`src/rtl/core/sett_pkg.sv`:
```
`timescale 1ns / 1ps
// Shared constants, codes and lane command type for the sensor edge timestamp tracker.
package sett_pkg;

  localparam int DEF_NUM_SENSORS = 80;
  localparam int DEF_TIME_BITS   = 32;

  localparam int LANES     = 8;
  localparam int LANE_W    = 3;
  localparam int ROW_IDX_W = 4;
  localparam int ID_W      = 7;
  localparam int STAMP_W   = 32;

  localparam logic [1:0] CMD_BATCH  = 2'd0;
  localparam logic [1:0] CMD_SINGLE = 2'd1;
  localparam logic [1:0] CMD_QUERY  = 2'd2;

  localparam logic [1:0] KIND_TRIGGER = 2'd0;
  localparam logic [1:0] KIND_STATUS  = 2'd1;
  localparam logic [1:0] KIND_INVALID = 2'd2;

  typedef struct packed {
    logic                 batch;
    logic                 single;
    logic                 query;
    logic                 sel;
    logic                 din;
    logic [ROW_IDX_W-1:0] row;
  } lane_cmd_t;

endpackage

```
`src/rtl/core/sensor_edge_timestamp_tracker.sv`:
```
`timescale 1ns / 1ps
// Top level of the sensor edge timestamp tracker: command decode, eight lanes and merge stage.
// Tracks a held flag and a rising-edge timestamp per contact sensor. Eight lanes each own every
// eighth sensor, so a whole batch byte is checked and its held flags and stamps updated in the
// cycle it is accepted; the merge stage then sends out one beat per cycle while the output is not
// stalled. A batch byte yields one beat per new edge (up to eight), a single-sensor command at most
// one and a status query exactly one; an item that yields no result does not occupy the merge stage.
// A new item is taken in the cycle its predecessor's final beat moves to the output register. Status
// replies read the stamp memory through a registered port. Reset clears held flags and stamp valid
// bits at once; no clearing pass is needed.
module sensor_edge_timestamp_tracker #(
  parameter int NUM_SENSORS = sett_pkg::DEF_NUM_SENSORS,
  parameter int TIME_BITS   = sett_pkg::DEF_TIME_BITS
) (
  input  logic                           clk,
  input  logic                           rst,
  input  logic                           in_valid,
  output logic                           in_stall,
  input  logic [1:0]                     command,
  input  logic [sett_pkg::ROW_IDX_W-1:0] byte_index,
  input  logic [7:0]                     byte_value,
  input  logic [sett_pkg::ID_W-1:0]      sensor_number,
  input  logic [31:0]                    now_time,
  output logic                           out_valid,
  input  logic                           out_stall,
  output logic [1:0]                     kind,
  output logic [sett_pkg::ID_W-1:0]      sensor_id,
  output logic                           held,
  output logic [sett_pkg::STAMP_W-1:0]   stamp,
  output logic                           last
);
  import sett_pkg::*;

  logic                 accept;
  logic                 busy;
  logic                 sensor_ok;
  logic [ID_W-1:0]      sensor_idx;
  logic                 do_batch;
  logic                 do_single;
  logic                 do_query;
  logic [ROW_IDX_W-1:0] row;
  logic [TIME_BITS-1:0] now_t;

  lane_cmd_t                         lane_cmd [LANES];
  logic [LANES-1:0]                  trig;
  logic [LANES-1:0]                  rd_held;
  logic [LANES-1:0][TIME_BITS-1:0]   rd_stamp;

  assign in_stall = busy;
  assign accept   = in_valid && !busy;

  assign sensor_ok  = (sensor_number != '0) && ({1'b0, sensor_number} <= 8'(NUM_SENSORS));
  assign sensor_idx = sensor_number - ID_W'(1);
  assign do_batch   = accept && (command == CMD_BATCH);
  assign do_single  = accept && (command == CMD_SINGLE) && sensor_ok;
  assign do_query   = accept && (command == CMD_QUERY);
  assign row        = do_batch ? byte_index : sensor_idx[ID_W-1:LANE_W];
  assign now_t      = TIME_BITS'(now_time);

  for (genvar k = 0; k < LANES; k++) begin : g_lane
    always_comb begin
      lane_cmd[k].batch  = do_batch;
      lane_cmd[k].single = do_single;
      lane_cmd[k].query  = do_query && sensor_ok;
      lane_cmd[k].sel    = (sensor_idx[LANE_W-1:0] == LANE_W'(k));
      lane_cmd[k].din    = byte_value[LANES-1-k];
      lane_cmd[k].row    = row;
    end

    sett_lane #(
      .LANE        (k),
      .NUM_SENSORS (NUM_SENSORS),
      .TIME_BITS   (TIME_BITS)
    ) u_lane (
      .clk      (clk),
      .rst      (rst),
      .cmd      (lane_cmd[k]),
      .now      (now_t),
      .trig     (trig[k]),
      .rd_held  (rd_held[k]),
      .rd_stamp (rd_stamp[k])
    );
  end

  sett_merge #(
    .TIME_BITS (TIME_BITS)
  ) u_merge (
    .clk       (clk),
    .rst       (rst),
    .load      (accept),
    .mask      (trig),
    .row       (row),
    .now       (now_t),
    .query     (do_query),
    .qok       (sensor_ok),
    .qsensor   (sensor_number),
    .qlane     (sensor_idx[LANE_W-1:0]),
    .rd_held   (rd_held),
    .rd_stamp  (rd_stamp),
    .busy      (busy),
    .out_valid (out_valid),
    .out_stall (out_stall),
    .kind      (kind),
    .sensor_id (sensor_id),
    .held      (held),
    .stamp     (stamp),
    .last      (last)
  );

endmodule

```
`src/rtl/core/sett_lane.sv`:
```
`timescale 1ns / 1ps
// One sensor lane: held flags, stamp memory and edge detect for every eighth sensor.
module sett_lane #(
  parameter int LANE        = 0,
  parameter int NUM_SENSORS = 80,
  parameter int TIME_BITS   = 32
) (
  input  logic                   clk,
  input  logic                   rst,
  input  sett_pkg::lane_cmd_t    cmd,
  input  logic [TIME_BITS-1:0]   now,
  output logic                   trig,
  output logic                   rd_held,
  output logic [TIME_BITS-1:0]   rd_stamp
);
  import sett_pkg::*;

  localparam int ROWS  = (NUM_SENSORS + LANES - 1) / LANES;
  localparam int ROW_W = (ROWS > 1) ? $clog2(ROWS) : 1;

  logic [ROWS-1:0]      held_r;
  logic [ROWS-1:0]      stamped;
  logic [TIME_BITS-1:0] mem [ROWS];
  logic [TIME_BITS-1:0] rd_mem;
  logic                 rd_ok;

  logic [ROW_W-1:0] addr;
  logic [7:0]       sensor_idx;
  logic             in_range;
  logic             cur_held;

  assign addr       = cmd.row[ROW_W-1:0];
  assign sensor_idx = {1'b0, cmd.row, LANE_W'(LANE)};
  assign in_range   = sensor_idx < 8'(NUM_SENSORS);
  assign cur_held   = in_range && held_r[addr];

  always_comb begin
    trig = 1'b0;
    if (cmd.batch) begin
      trig = in_range && cmd.din && !cur_held;
    end else if (cmd.single) begin
      trig = cmd.sel && !cur_held;
    end
  end

  always_ff @(posedge clk) begin
    if (rst) begin
      held_r  <= '0;
      stamped <= '0;
    end else begin
      if (cmd.batch && in_range) begin
        held_r[addr] <= cmd.din;
      end else if (cmd.single) begin
        held_r <= '0;
        if (cmd.sel) begin
          held_r[addr] <= 1'b1;
        end
      end
      if (trig) begin
        stamped[addr] <= 1'b1;
      end
    end
  end

  // stamp memory: one write port, one registered read port
  always_ff @(posedge clk) begin
    if (trig) begin
      mem[addr] <= now;
    end
  end

  always_ff @(posedge clk) begin
    if (cmd.query) begin
      rd_mem <= mem[addr];
    end
  end

  always_ff @(posedge clk) begin
    if (cmd.query) begin
      rd_ok   <= in_range && stamped[addr];
      rd_held <= cur_held;
    end
  end

  // never-stamped entries read as zero
  assign rd_stamp = rd_ok ? rd_mem : '0;

endmodule

```
`src/rtl/core/sett_merge.sv`:
```
`timescale 1ns / 1ps
// Merge stage: holds one item's lane results and sends them out one beat at a time.
module sett_merge #(
  parameter int TIME_BITS = 32
) (
  input  logic                                           clk,
  input  logic                                           rst,
  input  logic                                           load,
  input  logic [sett_pkg::LANES-1:0]                     mask,
  input  logic [sett_pkg::ROW_IDX_W-1:0]                 row,
  input  logic [TIME_BITS-1:0]                           now,
  input  logic                                           query,
  input  logic                                           qok,
  input  logic [sett_pkg::ID_W-1:0]                      qsensor,
  input  logic [sett_pkg::LANE_W-1:0]                    qlane,
  input  logic [sett_pkg::LANES-1:0]                     rd_held,
  input  logic [sett_pkg::LANES-1:0][TIME_BITS-1:0]      rd_stamp,
  output logic                                           busy,
  output logic                                           out_valid,
  input  logic                                           out_stall,
  output logic [1:0]                                     kind,
  output logic [sett_pkg::ID_W-1:0]                      sensor_id,
  output logic                                           held,
  output logic [sett_pkg::STAMP_W-1:0]                   stamp,
  output logic                                           last
);
  import sett_pkg::*;

  logic                 pend_valid;
  logic [LANES-1:0]     pend_mask;
  logic [ROW_IDX_W-1:0] pend_row;
  logic [TIME_BITS-1:0] pend_now;
  logic                 pend_query;
  logic                 pend_qok;
  logic [ID_W-1:0]      pend_sensor;
  logic [LANE_W-1:0]    pend_lane;

  logic [LANE_W-1:0] pick;
  logic [LANES-1:0]  remaining;
  logic              out_load;
  logic              pend_done;
  logic [7:0]        trig_id;
  logic [63:0]       now_wide;
  logic [63:0]       rd_wide;

  // lowest set lane goes first, i.e. rising sensor number
  always_comb begin
    pick = '0;
    for (int i = LANES - 1; i >= 0; i--) begin
      if (pend_mask[i]) begin
        pick = LANE_W'(i);
      end
    end
  end

  assign remaining = pend_mask & ~(LANES'(1) << pick);
  assign out_load  = pend_valid && (!out_valid || !out_stall);
  assign pend_done = out_load && (pend_query || remaining == '0);
  assign busy      = pend_valid && !pend_done;

  assign trig_id  = {1'b0, pend_row, pick} + 8'd1;
  assign now_wide = 64'(pend_now);
  assign rd_wide  = 64'(rd_stamp[pend_lane]);

  always_ff @(posedge clk) begin
    if (rst) begin
      pend_valid <= 1'b0;
    end else if (load) begin
      pend_valid <= query || (mask != '0);
    end else if (pend_done) begin
      pend_valid <= 1'b0;
    end
  end

  always_ff @(posedge clk) begin
    if (load) begin
      pend_mask   <= mask;
      pend_row    <= row;
      pend_now    <= now;
      pend_query  <= query;
      pend_qok    <= qok;
      pend_sensor <= qsensor;
      pend_lane   <= qlane;
    end else if (out_load) begin
      pend_mask <= remaining;
    end
  end

  always_ff @(posedge clk) begin
    if (rst) begin
      out_valid <= 1'b0;
    end else if (out_load) begin
      out_valid <= 1'b1;
    end else if (!out_stall) begin
      out_valid <= 1'b0;
    end
  end

  always_ff @(posedge clk) begin
    if (out_load) begin
      if (pend_query) begin
        kind      <= pend_qok ? KIND_STATUS : KIND_INVALID;
        sensor_id <= pend_sensor;
        held      <= pend_qok && rd_held[pend_lane];
        stamp     <= pend_qok ? rd_wide[STAMP_W-1:0] : '0;
        last      <= 1'b1;
      end else begin
        kind      <= KIND_TRIGGER;
        sensor_id <= trig_id[ID_W-1:0];
        held      <= 1'b1;
        stamp     <= now_wide[STAMP_W-1:0];
        last      <= (remaining == '0);
      end
    end
  end

endmodule
```
`config.mk`:
```
export PLATFORM = sky130hd
export DESIGN_NAME = sensor_edge_timestamp_tracker
export DESIGN_NICKNAME = d
export VERILOG_FILES = /design/src/rtl/core/sett_pkg.sv /design/src/rtl/core/sensor_edge_timestamp_tracker.sv /design/src/rtl/core/sett_lane.sv /design/src/rtl/core/sett_merge.sv
export SDC_FILE = /design/constraint.sdc
export NUM_CORES = 2
export LEC_CHECK = 0
export ABC_AREA = 0
export BUFFER_PORTS_ARGS = -buffer_cell sky130_fd_sc_hd__buf_2
export CAP_MARGIN = 20
export CORE_ASPECT_RATIO = 1.4
export CORE_MARGIN = 2
export CORE_UTILIZATION = 30
export CTS_CLUSTER_DIAMETER = 80
export DETAILED_ROUTE_END_ITERATION = 12
export SYNTH_ARGS = -nofsm -noshare
export SYNTH_HDL_FRONTEND = slang
export SYNTH_SLANG_ARGS = --single-unit
```
`constraint.sdc`:
```
create_clock -name clk -period 10.9 [get_ports clk]
set_input_delay 0.545 -clock clk [delete_from_list [all_inputs] [get_ports clk]]
set_output_delay 0.545 -clock clk [all_outputs]
set_load 0.1 [all_outputs]
```
==> impl_results.html <==
<table>
<tr><th>Metric</th><th>Value</th></tr>
<tr><th colspan="2">Outcome</th></tr>
<tr><td>Run status</td><td>complete, no violations</td></tr>
<tr><th colspan="2">Yosys</th></tr>
<tr><td>Synthesized cell area</td><td>0.120 sq mm</td></tr>
<tr><td>Synth unique cells</td><td>71</td></tr>
<tr><td>Share of synthesized registers carrying an async set or reset</td><td>0</td></tr>
<tr><td>Proportion of synthesized chip area in sequential cells</td><td>0.758</td></tr>
<tr><td>Avg Inst Size Synth</td><td>13.8 sq um</td></tr>
<tr><td>YS warnings</td><td>0</td></tr>
<tr><td>Post-synth EDFFs</td><td>2931</td></tr>
<tr><td>Net count after synthesis</td><td>8773</td></tr>
<tr><td>Library cell with the largest summed area after synthesis</td><td>sky130_fd_sc_hd__edfxtp_1</td></tr>
<tr><td>Syn Inst Count</td><td>8705</td></tr>
<tr><td>Largest cells by area after synthesis</td><td>sky130_fd_sc_hd__edfxtp_1 73%, sky130_fd_sc_hd__nand2_1 6.8%, sky130_fd_sc_hd__dfxtp_1 2.7%</td></tr>
<tr><td>Register bit total from synthesis</td><td>3093</td></tr>
<tr><td>Area share of the leading cell type in the synthesized netlist</td><td>0.731</td></tr>
<tr><td>Main flop type after synthesis</td><td>sky130_fd_sc_hd__edfxtp_1</td></tr>
<tr><th colspan="2">Detailed routing</th></tr>
<tr><td>Detail-routed via count per cell</td><td>5.25</td></tr>
<tr><td>Routed via count</td><td>74700</td></tr>
<tr><td>Iter 0 DRT Violations</td><td>8079</td></tr>
<tr><td>Average detailed-routed wire length per instance</td><td>25.6 um</td></tr>
<tr><td>Antenna Violating Nets Remaining</td><td>0</td></tr>
<tr><td>Initial DRT Pass Iterations</td><td>6</td></tr>
<tr><td>Wire length reported by the detailed router</td><td>364000 um</td></tr>
<tr><td>DRC Markers</td><td>0</td></tr>
<tr><th colspan="2">Timing</th></tr>
<tr><td>Period minus WS final</td><td>7.25 ns</td></tr>
<tr><td>Slew Limit Headroom</td><td>0.120</td></tr>
<tr><td>Setup_tns</td><td>0 ns</td></tr>
<tr><td>Post-route clock period utilization</td><td>0.665</td></tr>
<tr><td>Min Hold Slack</td><td>0.0573 ns</td></tr>
<tr><td>Unrepaired setup endpoints after global routing</td><td>no</td></tr>
<tr><td>Final number of hold-violating endpoints</td><td>0</td></tr>
<tr><td>Setup violators final</td><td>0</td></tr>
<tr><td>Measured slew at the worst slew-check pin</td><td>1.32 ns</td></tr>
<tr><td>Upper clock frequency limit</td><td>138 MHz</td></tr>
<tr><td>Crit path setup slack, layout</td><td>3.65 ns</td></tr>
<tr><td>Final setup skew</td><td>0.106 ns</td></tr>
<tr><td>Slew Viols, Final</td><td>0</td></tr>
<tr><th colspan="2">Global route</th></tr>
<tr><td>Number of global-route vias before repair</td><td>73800</td></tr>
<tr><td>Total routing resource utilization after global routing</td><td>0.173</td></tr>
<tr><td>Maximum number of pins on one net before global-route repair</td><td>197</td></tr>
<tr><td>Wire length of the first global-routing pass</td><td>519000 um</td></tr>
<tr><td>GR Overflow Total</td><td>0</td></tr>
<tr><td>Antenna violations before repair</td><td>22</td></tr>
<tr><th colspan="2">Clock tree</th></tr>
<tr><td>Clock network latency to the later pin of the worst-skew pair</td><td>0.93 ns</td></tr>
<tr><td>Post-CTS setup buffers</td><td>0</td></tr>
<tr><td>Num Clock Sinks</td><td>3093</td></tr>
<tr><td>Number of buffers created by CTS</td><td>288</td></tr>
<tr><td>Max clock buf depth</td><td>4</td></tr>
<tr><td>Clock root buffer</td><td>sky130_fd_sc_hd__clkbuf_16</td></tr>
<tr><td>Resize count post-CTS</td><td>0</td></tr>
<tr><td>CTS tree</td><td>built</td></tr>
<tr><td>H-tree levels</td><td>5</td></tr>
<tr><td>CTS clock-pin slew for the worst setup and hold paths</td><td>0.07 ns</td></tr>
<tr><th colspan="2">Pwr</th></tr>
<tr><td>Peak ir drop on the vdd network</td><td>0.000120 V</td></tr>
<tr><td>Power per cell area</td><td>193 mW/mm^2</td></tr>
<tr><td>Static Leak</td><td>0.0452 uW</td></tr>
<tr><th colspan="2">Finish</th></tr>
<tr><td>Final core utilization</td><td>0.342</td></tr>
<tr><td>Number of nets at the end of the flow</td><td>8799</td></tr>
<tr><td>Total non-filler cell area in the finished layout</td><td>0.137 sq mm</td></tr>
<tr><td>Share of post-route cells with drive strength above 1</td><td>0.0950</td></tr>
<tr><td>Area grow syn2layout</td><td>13.7%</td></tr>
<tr><th colspan="2">Floorplanning</th></tr>
<tr><td>Starting density of the core</td><td>0.301</td></tr>
<tr><td>I/O pin cnt</td><td>102</td></tr>
<tr><td>Std-Cell Core Area</td><td>0.400 sq mm</td></tr>
<tr><td>Overall die width</td><td>539 um</td></tr>
<tr><td>Number of rows created at floorplan</td><td>275</td></tr>
<tr><td>Die footprint</td><td>0.407 sq mm</td></tr>
<tr><td>Die outline height</td><td>754 um</td></tr>
<tr><th colspan="2">Placement</th></tr>
<tr><td>Post-detailed-placement half-perimeter wirelength</td><td>199000 um</td></tr>
<tr><td>Gp weighted congestion</td><td>0.861</td></tr>
<tr><td>Count of buffers inserted at the top-level ports</td><td>101</td></tr>
<tr><td>Place WS</td><td>3.94 ns</td></tr>
<tr><td>Area of placed instances</td><td>0.127 sq mm</td></tr>
<tr><th colspan="2">Worst setup path</th></tr>
<tr><td>Endpoint kind of the worst setup timing path</td><td>register</td></tr>
<tr><td>Crit Path Max Fanout</td><td>147</td></tr>
<tr><td>Data required time of the critical path</td><td>11.43 ns</td></tr>
<tr><td>CP Data Arrival Time</td><td>7.78 ns</td></tr>
<tr><td>Start-to-end type of the worst setup path</td><td>register to register</td></tr>
<tr><td>Startpoint type of the worst setup path</td><td>register</td></tr>
<tr><th colspan="2">Worst hold path</th></tr>
<tr><td>Class of the worst hold path</td><td>input port to register</td></tr>
<tr><th colspan="2">Job</th></tr>
<tr><td>Max-cap check violation count</td><td>0</td></tr>
</table>
layout make-up:
type / instances / area, sq um
fillers: 38100 / 263000
flip-flops and latches: 3093 / 91300
multi-input cells: 4961 / 27000
clock buffers: 369 / 7830
well taps: 5263 / 6590
repair buffers: 329 / 2560
clock inverters: 140 / 1430
inverters: 58 / 233
diodes: 5 / 12.5
cells by family after synthesis:
| kind of cell | share of synthesized area |
|---|---|
| simple gates | 0.115 |
| flops | 0.758 |
| compound gates | 0.0769 |
| buf+inv | 0.0238 |
| mux | 0.0243 |
| xor+xnor | 0.000945 |
| fa+ha+maj | 0.00114 |
cell usage after synthesis, types with 6 or more instances:
master	instances
sky130_fd_sc_hd__a22oi_1	131
sky130_fd_sc_hd__buf_4	16
sky130_fd_sc_hd__dfxtp_1	162
sky130_fd_sc_hd__mux2i_1	276
sky130_fd_sc_hd__clkbuf_1	311
sky130_fd_sc_hd__xnor2_1	7
sky130_fd_sc_hd__edfxtp_1	2931
sky130_fd_sc_hd__a211oi_1	40
sky130_fd_sc_hd__a21oi_1	159
sky130_fd_sc_hd__and2_1	8
sky130_fd_sc_hd__nor3_1	34
sky130_fd_sc_hd__buf_1	14
sky130_fd_sc_hd__nand3_1	539
sky130_fd_sc_hd__buf_6	7
sky130_fd_sc_hd__and3_1	267
sky130_fd_sc_hd__inv_1	55
sky130_fd_sc_hd__o211ai_1	8
sky130_fd_sc_hd__o22a_1	10
sky130_fd_sc_hd__buf_2	245
sky130_fd_sc_hd__a221oi_1	64
sky130_fd_sc_hd__a311oi_1	256
sky130_fd_sc_hd__nand2_1	2174
sky130_fd_sc_hd__a31oi_1	265
sky130_fd_sc_hd__o221ai_1	7
sky130_fd_sc_hd__o21a_1	60
sky130_fd_sc_hd__nand2b_1	9
sky130_fd_sc_hd__a22o_1	7
sky130_fd_sc_hd__ha_1	11
sky130_fd_sc_hd__o21ai_0	283
sky130_fd_sc_hd__a32o_1	6
sky130_fd_sc_hd__nor2_1	219
sky130_fd_sc_hd__nor2b_1	8
sky130_fd_sc_hd__o22ai_1	41
sky130_fd_sc_hd__xor2_1	6
final timing paths:
check	from	endpoint	slack, ns	cells after the start
setup / recovery	u_merge.pend_mask[6]$_DFFE_PP_	g_lane[6].u_lane.rd_mem[1]$_DFFE_PP_	3.65	20
hold / removal	now_time[17]	g_lane[2].u_lane.mem[8][17]$_DFFE_PP_	0.06	1
setup reg to reg	u_merge.pend_mask[6]$_DFFE_PP_	g_lane[6].u_lane.rd_mem[1]$_DFFE_PP_	3.65	20
hold reg to reg	g_lane[1].u_lane.stamped[6]$_SDFFE_PP0P_	g_lane[1].u_lane.stamped[6]$_SDFFE_PP0P_	0.47	1
through the flow:
| step | power (uW) | instances |
|---|---|---|
| finish | 26500 | 14200 |
| detailed placement | 16600 | 13700 |
| global route | 27200 | 14200 |
| floorplan | 15400 | 8705 |
| global placement | 16500 | 13700 |
| CTS | 26600 | 14200 |
cell usage in the layout (no fill, tap or decap), drive strengths merged, types with 40 or more instances in the layout:
cell / n
edfxtp: 2931
nand2: 2174
nand3: 539
clkbuf: 371
buf: 313
o21ai: 285
mux2i: 279
and3: 267
a31oi: 266
a311oi: 256
nor2: 222
dfxtp: 162
a21oi: 162
a22oi: 131
clkinv: 90
inv: 69
a221oi: 65
o21a: 60
o22ai: 41
a211oi: 40
worst max-delay path: stages (launching register included):
cell,delay (ns)
sky130_fd_sc_hd__edfxtp_1,0.46
sky130_fd_sc_hd__inv_1,0.11
sky130_fd_sc_hd__a21oi_1,0.18
sky130_fd_sc_hd__nor2_1,0.08
sky130_fd_sc_hd__nor2_1,0.09
sky130_fd_sc_hd__nor2_1,0.06
sky130_fd_sc_hd__o21bai_1,0.28
sky130_fd_sc_hd__ha_1,0.27
sky130_fd_sc_hd__or4b_2,0.61
sky130_fd_sc_hd__a21oi_1,0.30
sky130_fd_sc_hd__o211a_1,0.28
sky130_fd_sc_hd__a21o_1,0.45
sky130_fd_sc_hd__a21o_4,0.84
sky130_fd_sc_hd__inv_8,0.49
sky130_fd_sc_hd__buf_12,0.48
sky130_fd_sc_hd__buf_12,0.33
sky130_fd_sc_hd__nand2_1,0.19
sky130_fd_sc_hd__and3_1,0.17
sky130_fd_sc_hd__a311oi_1,0.06
sky130_fd_sc_hd__a31oi_1,0.24
sky130_fd_sc_hd__o21ai_0,0.27
registers in the layout (all words and copies together) (netlist names), 7 cells and up:
register / cells
g_lane.u_lane.rd_held: 8
u_merge.stamp: 32
g_lane.u_lane.stamped: 80
u_merge.pend_now: 32
u_merge.pend_mask: 8
u_merge.sensor_id: 7
g_lane.u_lane.held_r: 80
g_lane.u_lane.mem: 2560
u_merge.pend_sensor: 7
g_lane.u_lane.rd_ok: 8
g_lane.u_lane.rd_mem: 256
report_power, final:
group	internal (uW)	leakage [uW]	total, uW	switching, uW
clock	5720	0.00451	10100	4410
combinational	733	0.0130	3030	2300
sequential	13200	0.0278	13300	83.8
total	19700	0.0452	26500	6790
metal layers:
| layer | track usage | share of wire | vias to the layer above |
|---|---|---|---|
| li1 | - | - | 32600 |
| met1 | 0.199 | 0.36 | 38000 |
| met2 | 0.304 | 0.50 | 3247 |
| met3 | 0.0257 | 0.069 | 809 |
| met4 | 0.102 | 0.066 | 12 |
| met5 | 0 | 0.00019 | - |
repair_timing:
action                                  4_1_cts  5_1_grt
endpoints found under the hold margin        97        0
endpoints found under the setup margin        0        0
hold buffers                                 14        0
(Power assumes the default switching activity.)
